==> src/dtf_pkg.sv <==
// ============================================================================
// dtf_pkg: shared definitions for the decimal text to fixed point converter
// Holds the default sizes, the character codes, the limits and the table of
// powers of ten that scales the kept fraction digits.
// ============================================================================
package dtf_pkg;

    // Default number of kept fraction digits and binary fraction bits.
    localparam int DTF_FRAC_DIGITS = 9;
    localparam int DTF_FRAC_BITS   = 32;

    // Largest accepted integer magnitude and the length limits.
    localparam logic [31:0] DTF_MAX_MAG       = 32'd2147483647;
    localparam logic [3:0]  DTF_LEN_DIGIT_MAX = 4'd10;
    localparam logic [3:0]  DTF_LEN_MINUS_MAX = 4'd11;

    // Character codes with a meaning of their own.
    localparam logic [7:0] CH_NUL   = 8'h00;
    localparam logic [7:0] CH_MINUS = 8'h2D;
    localparam logic [7:0] CH_PLUS  = 8'h2B;
    localparam logic [7:0] CH_DOT   = 8'h2E;
    localparam logic [7:0] CH_ZERO  = 8'h30;
    localparam logic [7:0] CH_NINE  = 8'h39;
    localparam logic [7:0] CH_TAB   = 8'h09;
    localparam logic [7:0] CH_CR    = 8'h0D;
    localparam logic [7:0] CH_SPACE = 8'h20;

    typedef logic [7:0]         char_t;
    typedef logic signed [63:0] fixed_t;

    // Power of ten for a count of fraction digits; at most nine digits.
    function automatic logic [29:0] pow10(input logic [3:0] n);
        logic [29:0] p;
        case (n)
            4'd0:    p = 30'd1;
            4'd1:    p = 30'd10;
            4'd2:    p = 30'd100;
            4'd3:    p = 30'd1000;
            4'd4:    p = 30'd10000;
            4'd5:    p = 30'd100000;
            4'd6:    p = 30'd1000000;
            4'd7:    p = 30'd10000000;
            4'd8:    p = 30'd100000000;
            default: p = 30'd1000000000;
        endcase
        return p;
    endfunction

endpackage

==> src/dtf_if.sv <==
// ============================================================================
// dtf_if: valid/ready channels of the decimal text to fixed point converter
// One channel carries a text byte, the other a converted result.
// ============================================================================
interface dtf_char_if;
    import dtf_pkg::*;

    logic  valid;
    logic  ready;
    char_t character;

    modport source (output valid, output character, input ready);
    modport sink   (input valid, input character, output ready);
endinterface

interface dtf_result_if;
    import dtf_pkg::*;

    logic   valid;
    logic   ready;
    fixed_t value;
    logic   error;

    modport source (output valid, output value, output error, input ready);
    modport sink   (input valid, input value, input error, output ready);
endinterface

==> src/dtf_frac_div.sv <==
// ============================================================================
// dtf_frac_div: restoring divider for the binary fraction
// Divides numerator * 2^FRAC_BITS by the divisor, one quotient bit a cycle.
// The numerator must be smaller than the divisor.
// ============================================================================
module dtf_frac_div #(
    parameter int FRAC_BITS = dtf_pkg::DTF_FRAC_BITS
) (
    input  logic                 clk,
    input  logic                 rst_n,
    input  logic                 start,
    input  logic [29:0]          numerator,
    input  logic [29:0]          divisor,
    output logic                 done,
    output logic [FRAC_BITS-1:0] quotient
);
    import dtf_pkg::*;

    localparam int CNT_W = $clog2(FRAC_BITS + 1);

    logic                 busy_reg;
    logic                 done_reg;
    logic [CNT_W-1:0]     count_reg;
    logic [29:0]          rem_reg;
    logic [29:0]          div_reg;
    logic [FRAC_BITS-1:0] quo_reg;

    logic [30:0] shifted;
    logic [30:0] diff;
    logic        fits;

    // One trial subtraction of the doubled remainder.
    assign shifted = {rem_reg, 1'b0};
    assign diff    = shifted - {1'b0, div_reg};
    assign fits    = (shifted >= {1'b0, div_reg});

    // Control state of the iteration.
    always_ff @(posedge clk or negedge rst_n)
    begin
        if (!rst_n)
        begin
            busy_reg  <= 1'b0;
            done_reg  <= 1'b0;
            count_reg <= '0;
        end
        else if (start)
        begin
            busy_reg  <= 1'b1;
            done_reg  <= 1'b0;
            count_reg <= CNT_W'(FRAC_BITS);
        end
        else if (busy_reg)
        begin
            count_reg <= count_reg - CNT_W'(1);
            if (count_reg == CNT_W'(1))
            begin
                busy_reg <= 1'b0;
                done_reg <= 1'b1;
            end
        end
        else
        begin
            done_reg <= 1'b0;
        end
    end

    // Remainder and quotient bits.
    always_ff @(posedge clk)
    begin
        if (start)
        begin
            rem_reg <= numerator;
            div_reg <= divisor;
            quo_reg <= '0;
        end
        else if (busy_reg)
        begin
            rem_reg <= fits ? diff[29:0] : shifted[29:0];
            quo_reg <= {quo_reg[FRAC_BITS-2:0], fits};
        end
    end

    assign done     = done_reg;
    assign quotient = quo_reg;

endmodule

==> src/decimal_text_to_fixed.sv <==
// ============================================================================
// decimal_text_to_fixed: ASCII decimal text to signed fixed point
// Parses a zero-terminated decimal string one byte at a time and returns the
// value in Q32.FRAC_BITS with a sticky format and range error flag.
// ============================================================================
//
//  Channel  Side    Payload            Transactions
//  text     sink    character (8 b)    one per string byte, 0 ends the string
//  result   source  value (64 b), error one per terminating zero byte
//
//  An ordinary byte is taken as soon as it is offered. The terminator starts
//  the shared fraction divider, which yields one quotient bit a cycle; the
//  next byte is taken once the divider is done and the result is loaded.
//  The result sits in an output register; a new string is taken while it
//  waits, and only the byte after the next terminator stalls until it is taken.
//  Reset is asynchronous and returns the parser to the start of a string.
//
module decimal_text_to_fixed #(
    parameter int FRAC_DIGITS = dtf_pkg::DTF_FRAC_DIGITS,
    parameter int FRAC_BITS   = dtf_pkg::DTF_FRAC_BITS
) (
    input logic          clk,
    input logic          rst_n,
    dtf_char_if.sink     text,
    dtf_result_if.source result
);
    import dtf_pkg::*;

    typedef enum logic [1:0] {
        S_PARSE,
        S_DIVIDE,
        S_OUTPUT
    } ctrl_state_t;

    typedef enum logic [2:0] {
        PH_LEAD,
        PH_SIGN,
        PH_INT,
        PH_FRAC,
        PH_TRAIL
    } phase_t;

    typedef enum logic [1:0] {
        FC_NONE,
        FC_DIGIT,
        FC_MINUS,
        FC_OTHER
    } first_class_t;

    ctrl_state_t  state_reg, state_next;
    phase_t       phase_reg, phase_next;
    first_class_t first_class_reg, first_class_next;
    logic [3:0]   length_count_reg, length_count_next;
    logic         negative_reg, negative_next;
    logic         fault_reg, fault_next;
    logic [31:0]  integer_acc_reg, integer_acc_next;
    logic [29:0]  fraction_acc_reg, fraction_acc_next;
    logic [3:0]   fraction_count_reg, fraction_count_next;
    logic         error_reg, error_next;

    logic         out_valid_reg;
    fixed_t       out_value_reg;
    logic         out_error_reg;

    logic         accept;
    logic         is_term;
    logic         digit_char;
    logic         blank_char;
    logic [3:0]   digit;
    logic [35:0]  int_prod;
    logic [29:0]  frac_prod;
    logic         term_error;

    logic                 div_done;
    logic [FRAC_BITS-1:0] div_quotient;
    logic [63:0]          magnitude;
    fixed_t               final_value;
    logic                 load_out;

    // Byte classification.
    assign accept     = text.valid && text.ready;
    assign is_term    = (text.character == CH_NUL);
    assign digit_char = text.character inside {[CH_ZERO:CH_NINE]};
    assign blank_char = text.character inside {CH_SPACE, [CH_TAB:CH_CR]};
    assign digit      = 4'(text.character - CH_ZERO);

    // Decimal accumulation steps; the integer one saturates.
    assign int_prod  = (36'(integer_acc_reg) << 3) + (36'(integer_acc_reg) << 1)
                       + 36'(digit);
    assign frac_prod = 30'((fraction_acc_reg << 3) + (fraction_acc_reg << 1))
                       + 30'(digit);

    // Error rules checked when the terminator arrives.
    assign term_error = fault_reg
        || (phase_reg == PH_LEAD) || (phase_reg == PH_SIGN)
        || (first_class_reg == FC_NONE)
        || ((first_class_reg == FC_DIGIT) && (length_count_reg > DTF_LEN_DIGIT_MAX))
        || ((first_class_reg == FC_MINUS) && (length_count_reg > DTF_LEN_MINUS_MAX))
        || (integer_acc_reg > DTF_MAX_MAG)
        || ((integer_acc_reg == DTF_MAX_MAG) && (fraction_acc_reg != '0));

    // Shared divider turns the kept decimal fraction into binary bits.
    dtf_frac_div #(
        .FRAC_BITS (FRAC_BITS)
    ) u_frac_div (
        .clk       (clk),
        .rst_n     (rst_n),
        .start     (accept && is_term),
        .numerator (fraction_acc_reg),
        .divisor   (pow10(fraction_count_reg)),
        .done      (div_done),
        .quotient  (div_quotient)
    );

    // Magnitude, clamp and sign of the final value.
    assign magnitude = 64'({integer_acc_reg, div_quotient});
    always_comb
    begin
        if (negative_reg)
        begin
            if (magnitude > 64'h8000_0000_0000_0000)
                final_value = fixed_t'(64'h8000_0000_0000_0000);
            else
                final_value = fixed_t'(-magnitude);
        end
        else
        begin
            if (magnitude[63])
                final_value = fixed_t'(64'h7FFF_FFFF_FFFF_FFFF);
            else
                final_value = fixed_t'(magnitude);
        end
    end

    assign load_out = (state_reg == S_OUTPUT) && (!out_valid_reg || result.ready);

    // Parser and sequencer next state.
    always_comb
    begin
        state_next          = state_reg;
        phase_next          = phase_reg;
        first_class_next    = first_class_reg;
        length_count_next   = length_count_reg;
        negative_next       = negative_reg;
        fault_next          = fault_reg;
        integer_acc_next    = integer_acc_reg;
        fraction_acc_next   = fraction_acc_reg;
        fraction_count_next = fraction_count_reg;
        error_next          = error_reg;

        case (state_reg)
            S_PARSE:
            begin
                if (accept && is_term)
                begin
                    error_next = term_error;
                    state_next = S_DIVIDE;
                end
                else if (accept)
                begin
                    if (first_class_reg == FC_NONE)
                    begin
                        if (digit_char)
                            first_class_next = FC_DIGIT;
                        else if (text.character == CH_MINUS)
                            first_class_next = FC_MINUS;
                        else
                            first_class_next = FC_OTHER;
                    end
                    if (length_count_reg != 4'hF)
                        length_count_next = length_count_reg + 4'd1;

                    case (phase_reg)
                        PH_LEAD:
                        begin
                            if (blank_char)
                            begin
                                phase_next = PH_LEAD;
                            end
                            else if (digit_char)
                            begin
                                integer_acc_next = (int_prod[35:32] != 4'd0) ? '1
                                                   : int_prod[31:0];
                                phase_next = PH_INT;
                            end
                            else if (text.character inside {CH_PLUS, CH_MINUS})
                            begin
                                negative_next = (text.character == CH_MINUS);
                                phase_next    = PH_SIGN;
                            end
                            else if (text.character == CH_DOT)
                            begin
                                fault_next = 1'b1;
                                phase_next = PH_FRAC;
                            end
                            else
                            begin
                                fault_next = 1'b1;
                                phase_next = PH_TRAIL;
                            end
                        end
                        PH_SIGN:
                        begin
                            if (digit_char)
                            begin
                                integer_acc_next = (int_prod[35:32] != 4'd0) ? '1
                                                   : int_prod[31:0];
                                phase_next = PH_INT;
                            end
                            else
                            begin
                                fault_next = 1'b1;
                                phase_next = (text.character == CH_DOT) ? PH_FRAC
                                                                        : PH_TRAIL;
                            end
                        end
                        PH_INT:
                        begin
                            if (digit_char)
                            begin
                                integer_acc_next = (int_prod[35:32] != 4'd0) ? '1
                                                   : int_prod[31:0];
                            end
                            else if (text.character == CH_DOT)
                            begin
                                phase_next = PH_FRAC;
                            end
                            else
                            begin
                                fault_next = 1'b1;
                                phase_next = PH_TRAIL;
                            end
                        end
                        PH_FRAC:
                        begin
                            if (digit_char)
                            begin
                                if (fraction_count_reg < 4'(FRAC_DIGITS))
                                begin
                                    fraction_acc_next   = frac_prod;
                                    fraction_count_next = fraction_count_reg + 4'd1;
                                end
                            end
                            else
                            begin
                                fault_next = 1'b1;
                                phase_next = PH_TRAIL;
                            end
                        end
                        default:
                        begin
                            fault_next = 1'b1;
                            phase_next = PH_TRAIL;
                        end
                    endcase
                end
            end
            S_DIVIDE:
            begin
                if (div_done)
                    state_next = S_OUTPUT;
            end
            S_OUTPUT:
            begin
                // Hand the result over and start a fresh string.
                if (load_out)
                begin
                    state_next          = S_PARSE;
                    phase_next          = PH_LEAD;
                    first_class_next    = FC_NONE;
                    length_count_next   = '0;
                    negative_next       = 1'b0;
                    fault_next          = 1'b0;
                    integer_acc_next    = '0;
                    fraction_acc_next   = '0;
                    fraction_count_next = '0;
                end
            end
            default:
            begin
                state_next = S_PARSE;
            end
        endcase
    end

    // State and registered outputs.
    always_ff @(posedge clk or negedge rst_n)
    begin
        if (!rst_n)
        begin
            state_reg          <= S_PARSE;
            phase_reg          <= PH_LEAD;
            first_class_reg    <= FC_NONE;
            length_count_reg   <= '0;
            negative_reg       <= 1'b0;
            fault_reg          <= 1'b0;
            integer_acc_reg    <= '0;
            fraction_acc_reg   <= '0;
            fraction_count_reg <= '0;
            error_reg          <= 1'b0;
            out_valid_reg      <= 1'b0;
            out_value_reg      <= '0;
            out_error_reg      <= 1'b0;
        end
        else
        begin
            state_reg          <= state_next;
            phase_reg          <= phase_next;
            first_class_reg    <= first_class_next;
            length_count_reg   <= length_count_next;
            negative_reg       <= negative_next;
            fault_reg          <= fault_next;
            integer_acc_reg    <= integer_acc_next;
            fraction_acc_reg   <= fraction_acc_next;
            fraction_count_reg <= fraction_count_next;
            error_reg          <= error_next;
            if (load_out)
            begin
                out_valid_reg <= 1'b1;
                out_value_reg <= final_value;
                out_error_reg <= error_reg;
            end
            else if (result.ready)
            begin
                out_valid_reg <= 1'b0;
            end
        end
    end

    assign text.ready   = (state_reg == S_PARSE);
    assign result.valid = out_valid_reg;
    assign result.value = out_value_reg;
    assign result.error = out_error_reg;

    // The divider finishes only while the sequencer waits for it.
    assert property (@(posedge clk) disable iff (!rst_n)
        div_done |-> (state_reg == S_DIVIDE))
    else $error("fraction divider finished outside the divide state");

    // A terminator always starts the division.
    assert property (@(posedge clk) disable iff (!rst_n)
        (accept && is_term) |=> (state_reg == S_DIVIDE))
    else $error("terminator did not start the division");

    // Handing over a result leaves the parser at the start of a string.
    assert property (@(posedge clk) disable iff (!rst_n)
        load_out |=> (out_valid_reg && (phase_reg == PH_LEAD) &&
                      (integer_acc_reg == '0) && (fraction_count_reg == '0)))
    else $error("parser not cleared after a result");

    // No more fraction digits are kept than configured.
    assert property (@(posedge clk) disable iff (!rst_n)
        fraction_count_reg <= 4'(FRAC_DIGITS))
    else $error("fraction digit count over its limit");

endmodule

==> src/flat_wrapper.sv <==
// flat-port wrapper written by rule: the top's interface ports become plain ports
module decimal_text_to_fixed_flat import dtf_pkg::*;
#(
    parameter int FRAC_DIGITS = dtf_pkg::DTF_FRAC_DIGITS,
    parameter int FRAC_BITS   = dtf_pkg::DTF_FRAC_BITS
)
  (clk, rst_n, text_valid, text_character, text_ready, result_valid, result_value, result_error, result_ready);
  dtf_char_if text_i ();
  dtf_result_if result_i ();
  input logic clk;
  input logic rst_n;
  input wire logic [$bits(text_i.valid)-1:0] text_valid;
  input wire logic [$bits(text_i.character)-1:0] text_character;
  output wire logic [$bits(text_i.ready)-1:0] text_ready;
  output wire logic [$bits(result_i.valid)-1:0] result_valid;
  output wire logic [$bits(result_i.value)-1:0] result_value;
  output wire logic [$bits(result_i.error)-1:0] result_error;
  input wire logic [$bits(result_i.ready)-1:0] result_ready;
  assign text_i.valid = text_valid;
  assign text_i.character = text_character;
  assign text_ready = text_i.ready;
  assign result_valid = result_i.valid;
  assign result_value = result_i.value;
  assign result_error = result_i.error;
  assign result_i.ready = result_ready;
  decimal_text_to_fixed #(.FRAC_DIGITS(FRAC_DIGITS), .FRAC_BITS(FRAC_BITS)) u_core (.clk(clk), .rst_n(rst_n), .text(text_i), .result(result_i));
endmodule
==> config.mk <==
export PLATFORM = sky130hd
export DESIGN_NAME = decimal_text_to_fixed_flat
export DESIGN_NICKNAME = d
export VERILOG_FILES = /design/src/dtf_pkg.sv /design/src/dtf_if.sv /design/src/dtf_frac_div.sv /design/src/decimal_text_to_fixed.sv /design/src/flat_wrapper.sv
export SDC_FILE = /design/constraint.sdc
export NUM_CORES = 1
export LEC_CHECK = 0
export BUFFER_PORTS_ARGS = -buffer_cell sky130_fd_sc_hd__buf_2
export CORE_ASPECT_RATIO = 2
export CORE_MARGIN = 2
export CORE_UTILIZATION = 50
export DETAILED_ROUTE_END_ITERATION = 10
export PLACE_DENSITY = 0.67
export SLEW_MARGIN = 15
export SYNTH_ARGS = -nofsm -noshare
export SYNTH_HDL_FRONTEND = slang
export SYNTH_SLANG_ARGS = --single-unit
==> constraint.sdc <==
create_clock -name clk -period 12.5 [get_ports clk]
set_clock_uncertainty 0.2 [all_clocks]
set_input_delay 1.25 -clock clk [delete_from_list [all_inputs] [get_ports clk]]
set_output_delay 1.25 -clock clk [all_outputs]
set_load 0.01 [all_outputs]
==> results_dict.tcl <==
set metrics [dict create \
    status "complete, no violations" \
    finalHoldViolCount 0 \
    ys_seq_area_share_pct 35.1 \
    clkLatencyLatePin_ns 0.57 \
    fmax_mhz 200 \
    syn-mean-instance-area_um2 8.48 \
    combPwrFrac_pct 35.9 \
    cts_buffer_depth 3 \
    grt_pass1_wl_um 88000 \
    hp-class "flop to flop" \
    syn_nets 2222 \
    coreArea_um2 34200 \
    postCtsHoldBufs 0 \
    grt.total_usage_pct 31.4 \
    worst_pin_slew_ns 1.11 \
    clock_power_share_pct 24.3 \
    cts_resized 0 \
    arrival_ns 5.26 \
    dieArea_um2 36300 \
    finalSetupViolations 0 \
    grt_pass1_vias 16300 \
    ys_async_sr_fraction_pct 64.4 \
    final_cell_mix "nor2_1 (218), o21ai_0 (171), nand2_1 (169), a21oi_1 (167), ha_1 (161)" \
    power.internal_w 0.00191 \
    power_w 0.00318 \
    numCtsBuffers 25 \
    synthFlopType "dfrtp_1" \
    die_x_um 136 \
    port_buffers 78 \
    p_sw_w 0.00127 \
    antenna_found_initial 0 \
    overflow 0 \
    post-route-period-util_pct 39.9 \
    viasPerCell 6.35 \
    boundaryPins 79 \
    max_cap_viol_count 0 \
    synth_area_um2 17300 \
    diodes 0 \
    wire_per_inst_um 22.6 \
    via_count 16000 \
    drv_slew 0 \
    cts_htree_levels 1 \
    final_common_cell "nor2_1" \
    cts_tree "done" \
    ir_drop_uv 133 \
    crit_required_ns 12.77 \
    rsz0062_at_grt "false" \
    yosys.cell_types.count 76 \
    pwr-share-seq_pct 39.8 \
    row_count 96 \
    p_per_area_nw_per_um2 169 \
    sw_frac_of_total_pct 39.9 \
    dp_hpwl_um 42300 \
    cts-root-buf "clkbuf_16" \
    finalSetupTns_ns 0 \
    cts.sinks 239 \
    crit_type "input port to flop" \
    start_util_pct 50.6 \
    drt_first_pass_iters 5 \
    fp.dieH_um 267 \
    cp-end-kind "flop" \
    synth_edf_count 53 \
    largest_reg_flops 64 \
    place_congestion 0.940 \
    max_slew_margin_pct 26.0 \
    drt_iter0_markers 1108 \
    path_clk_slew_ns 0.07 \
    ys_ff_latch 239 \
    ys_warn_count 0 \
    final_nets 2236 \
    finalCriticalPeriod_ns 4.99 \
    layout-drive-gt1-share_pct 8.62 \
    power.leakage_nw 8.70 \
    cp_max_fo 29 \
    synthCells 2044 \
    grt_max_degree 100 \
    startpoint_type "input port" \
    post_cts_buffers 0 \
    drcViolationCount 0 \
    syn_to_final_growth_pct 8.85 \
    ant_nets 0 \
    routed_wl_um 56800 \
]
## synthesized netlist by cell type (all sizes together), types with 29 or more instances
cell | number | share of area (%)
nor2 | 219 | 4.8
o21ai | 175 | 5.1
nand2 | 169 | 3.7
a21oi | 168 | 4.9
ha | 161 | 12
dfrtp | 154 | 22
clkbuf | 97 | 2.1
nor3 | 88 | 2.6
inv | 63 | 1.4
nand3 | 56 | 1.6
edfxtp | 53 | 9.2
xnor2 | 53 | 2.7
a31oi | 52 | 1.9
a21o | 47 | 2.0
xor2 | 35 | 1.8
mux2i | 33 | 1.9
dfxtp | 32 | 3.7
nor4 | 32 | 1.3
nand4 | 29 | 1.0
## worst max-delay path, cell delays in order
cell and delay [ns]:
buf_2 0.16, fa_1 0.51, inv_1 0.10, fa_1 0.20, nand2b_1 0.15, a21oi_1 0.10
o41ai_1 0.66, o21ai_0 0.37, a2111oi_0 0.46, nor2_1 0.18, xor2_4 0.67, nor2_1 0.21
a31oi_1 0.23
## final timing paths
check,cells after the start,slack (ns),from,endpoint
max,13,7.51,text_character[3],u_core.integer_acc_reg[25]
min,1,0.27,u_core.u_frac_div.done,u_core.state_reg[0]
max reg2reg,13,7.67,u_core.integer_acc_reg[1],u_core.integer_acc_reg[25]
min reg2reg,1,0.27,u_core.u_frac_div.done,u_core.state_reg[0]
max in group asynchronous,2,10.07,rst_n,u_core.u_frac_div.busy_reg
min in group asynchronous,1,0.60,rst_n,u_core.fraction_acc_reg[18]
## per-stage QoR
| step | worst slack (ns) | hold WS (ns) | instance area [um^2] | std cells | util, % |
|---|---|---|---|---|---|
| 2_1_floorplan | 7.76 | 0.223 | 17300 | 2044 | - |
| 3_3_place_gp | 6.77 | 0.251 | 18000 | 2472 | 52.6 |
| 3_5_place_dp | 6.64 | 0.254 | 18000 | 2472 | 52.6 |
| 4_1_cts | 7.22 | 0.265 | 18900 | 2518 | 55.1 |
| 5_1_grt | 7.11 | 0.304 | 18900 | 2518 | 55.1 |
| 6_report | 7.51 | 0.265 | 18900 | 2518 | 55.1 |
## kinds of logic (layout without fill, tap and decap cells)
logic type / Yosys count / after routing / synth area share, %
DFF: 239 / 239 / 35.1
muxes: 36 / 36 / 2.10
adders and majority gates: 166 / 166 / 12.2
AOI/OAI and AO/OA: 613 / 613 / 21.9
buffers and inverters: 174 / 207 / 3.92
and+or+nand+nor: 728 / 728 / 20.3
xor gates and xnor gates: 88 / 88 / 4.45
## power by group through the flow
stage | sequential (W) | clock (W) | combinational (W)
after CTS | 0.00126 | 0.000783 | 0.00114
after detailed placement | 0.00127 | 0 | 0.00113
after global placement | 0.00127 | 0 | 0.00110
final | 0.00127 | 0.000775 | 0.00114
after global routing | 0.00129 | 0.000811 | 0.00127
after floorplan | 0.00117 | 0 | 0.000851
## per-layer routing
layer	track usage, %	up-vias	wire length [um]
li1	-	7538	-
met1	29.8	7748	18500
met2	59.6	511	30700
met3	2.88	191	2300
met4	25.3	0	5290
met5	0	-	0
## area by class of cell
cell class | count | area [um^2]
timing repair buffer | 98 | 547
multi-input combinational | 1631 | 10600
sequential | 239 | 6090
inverter | 63 | 236
clock inverter | 7 | 58.8
clock buffer | 39 | 771
tap | 441 | 552
fill | 3197 | 15400
Power figures use the tool's default switching activity.
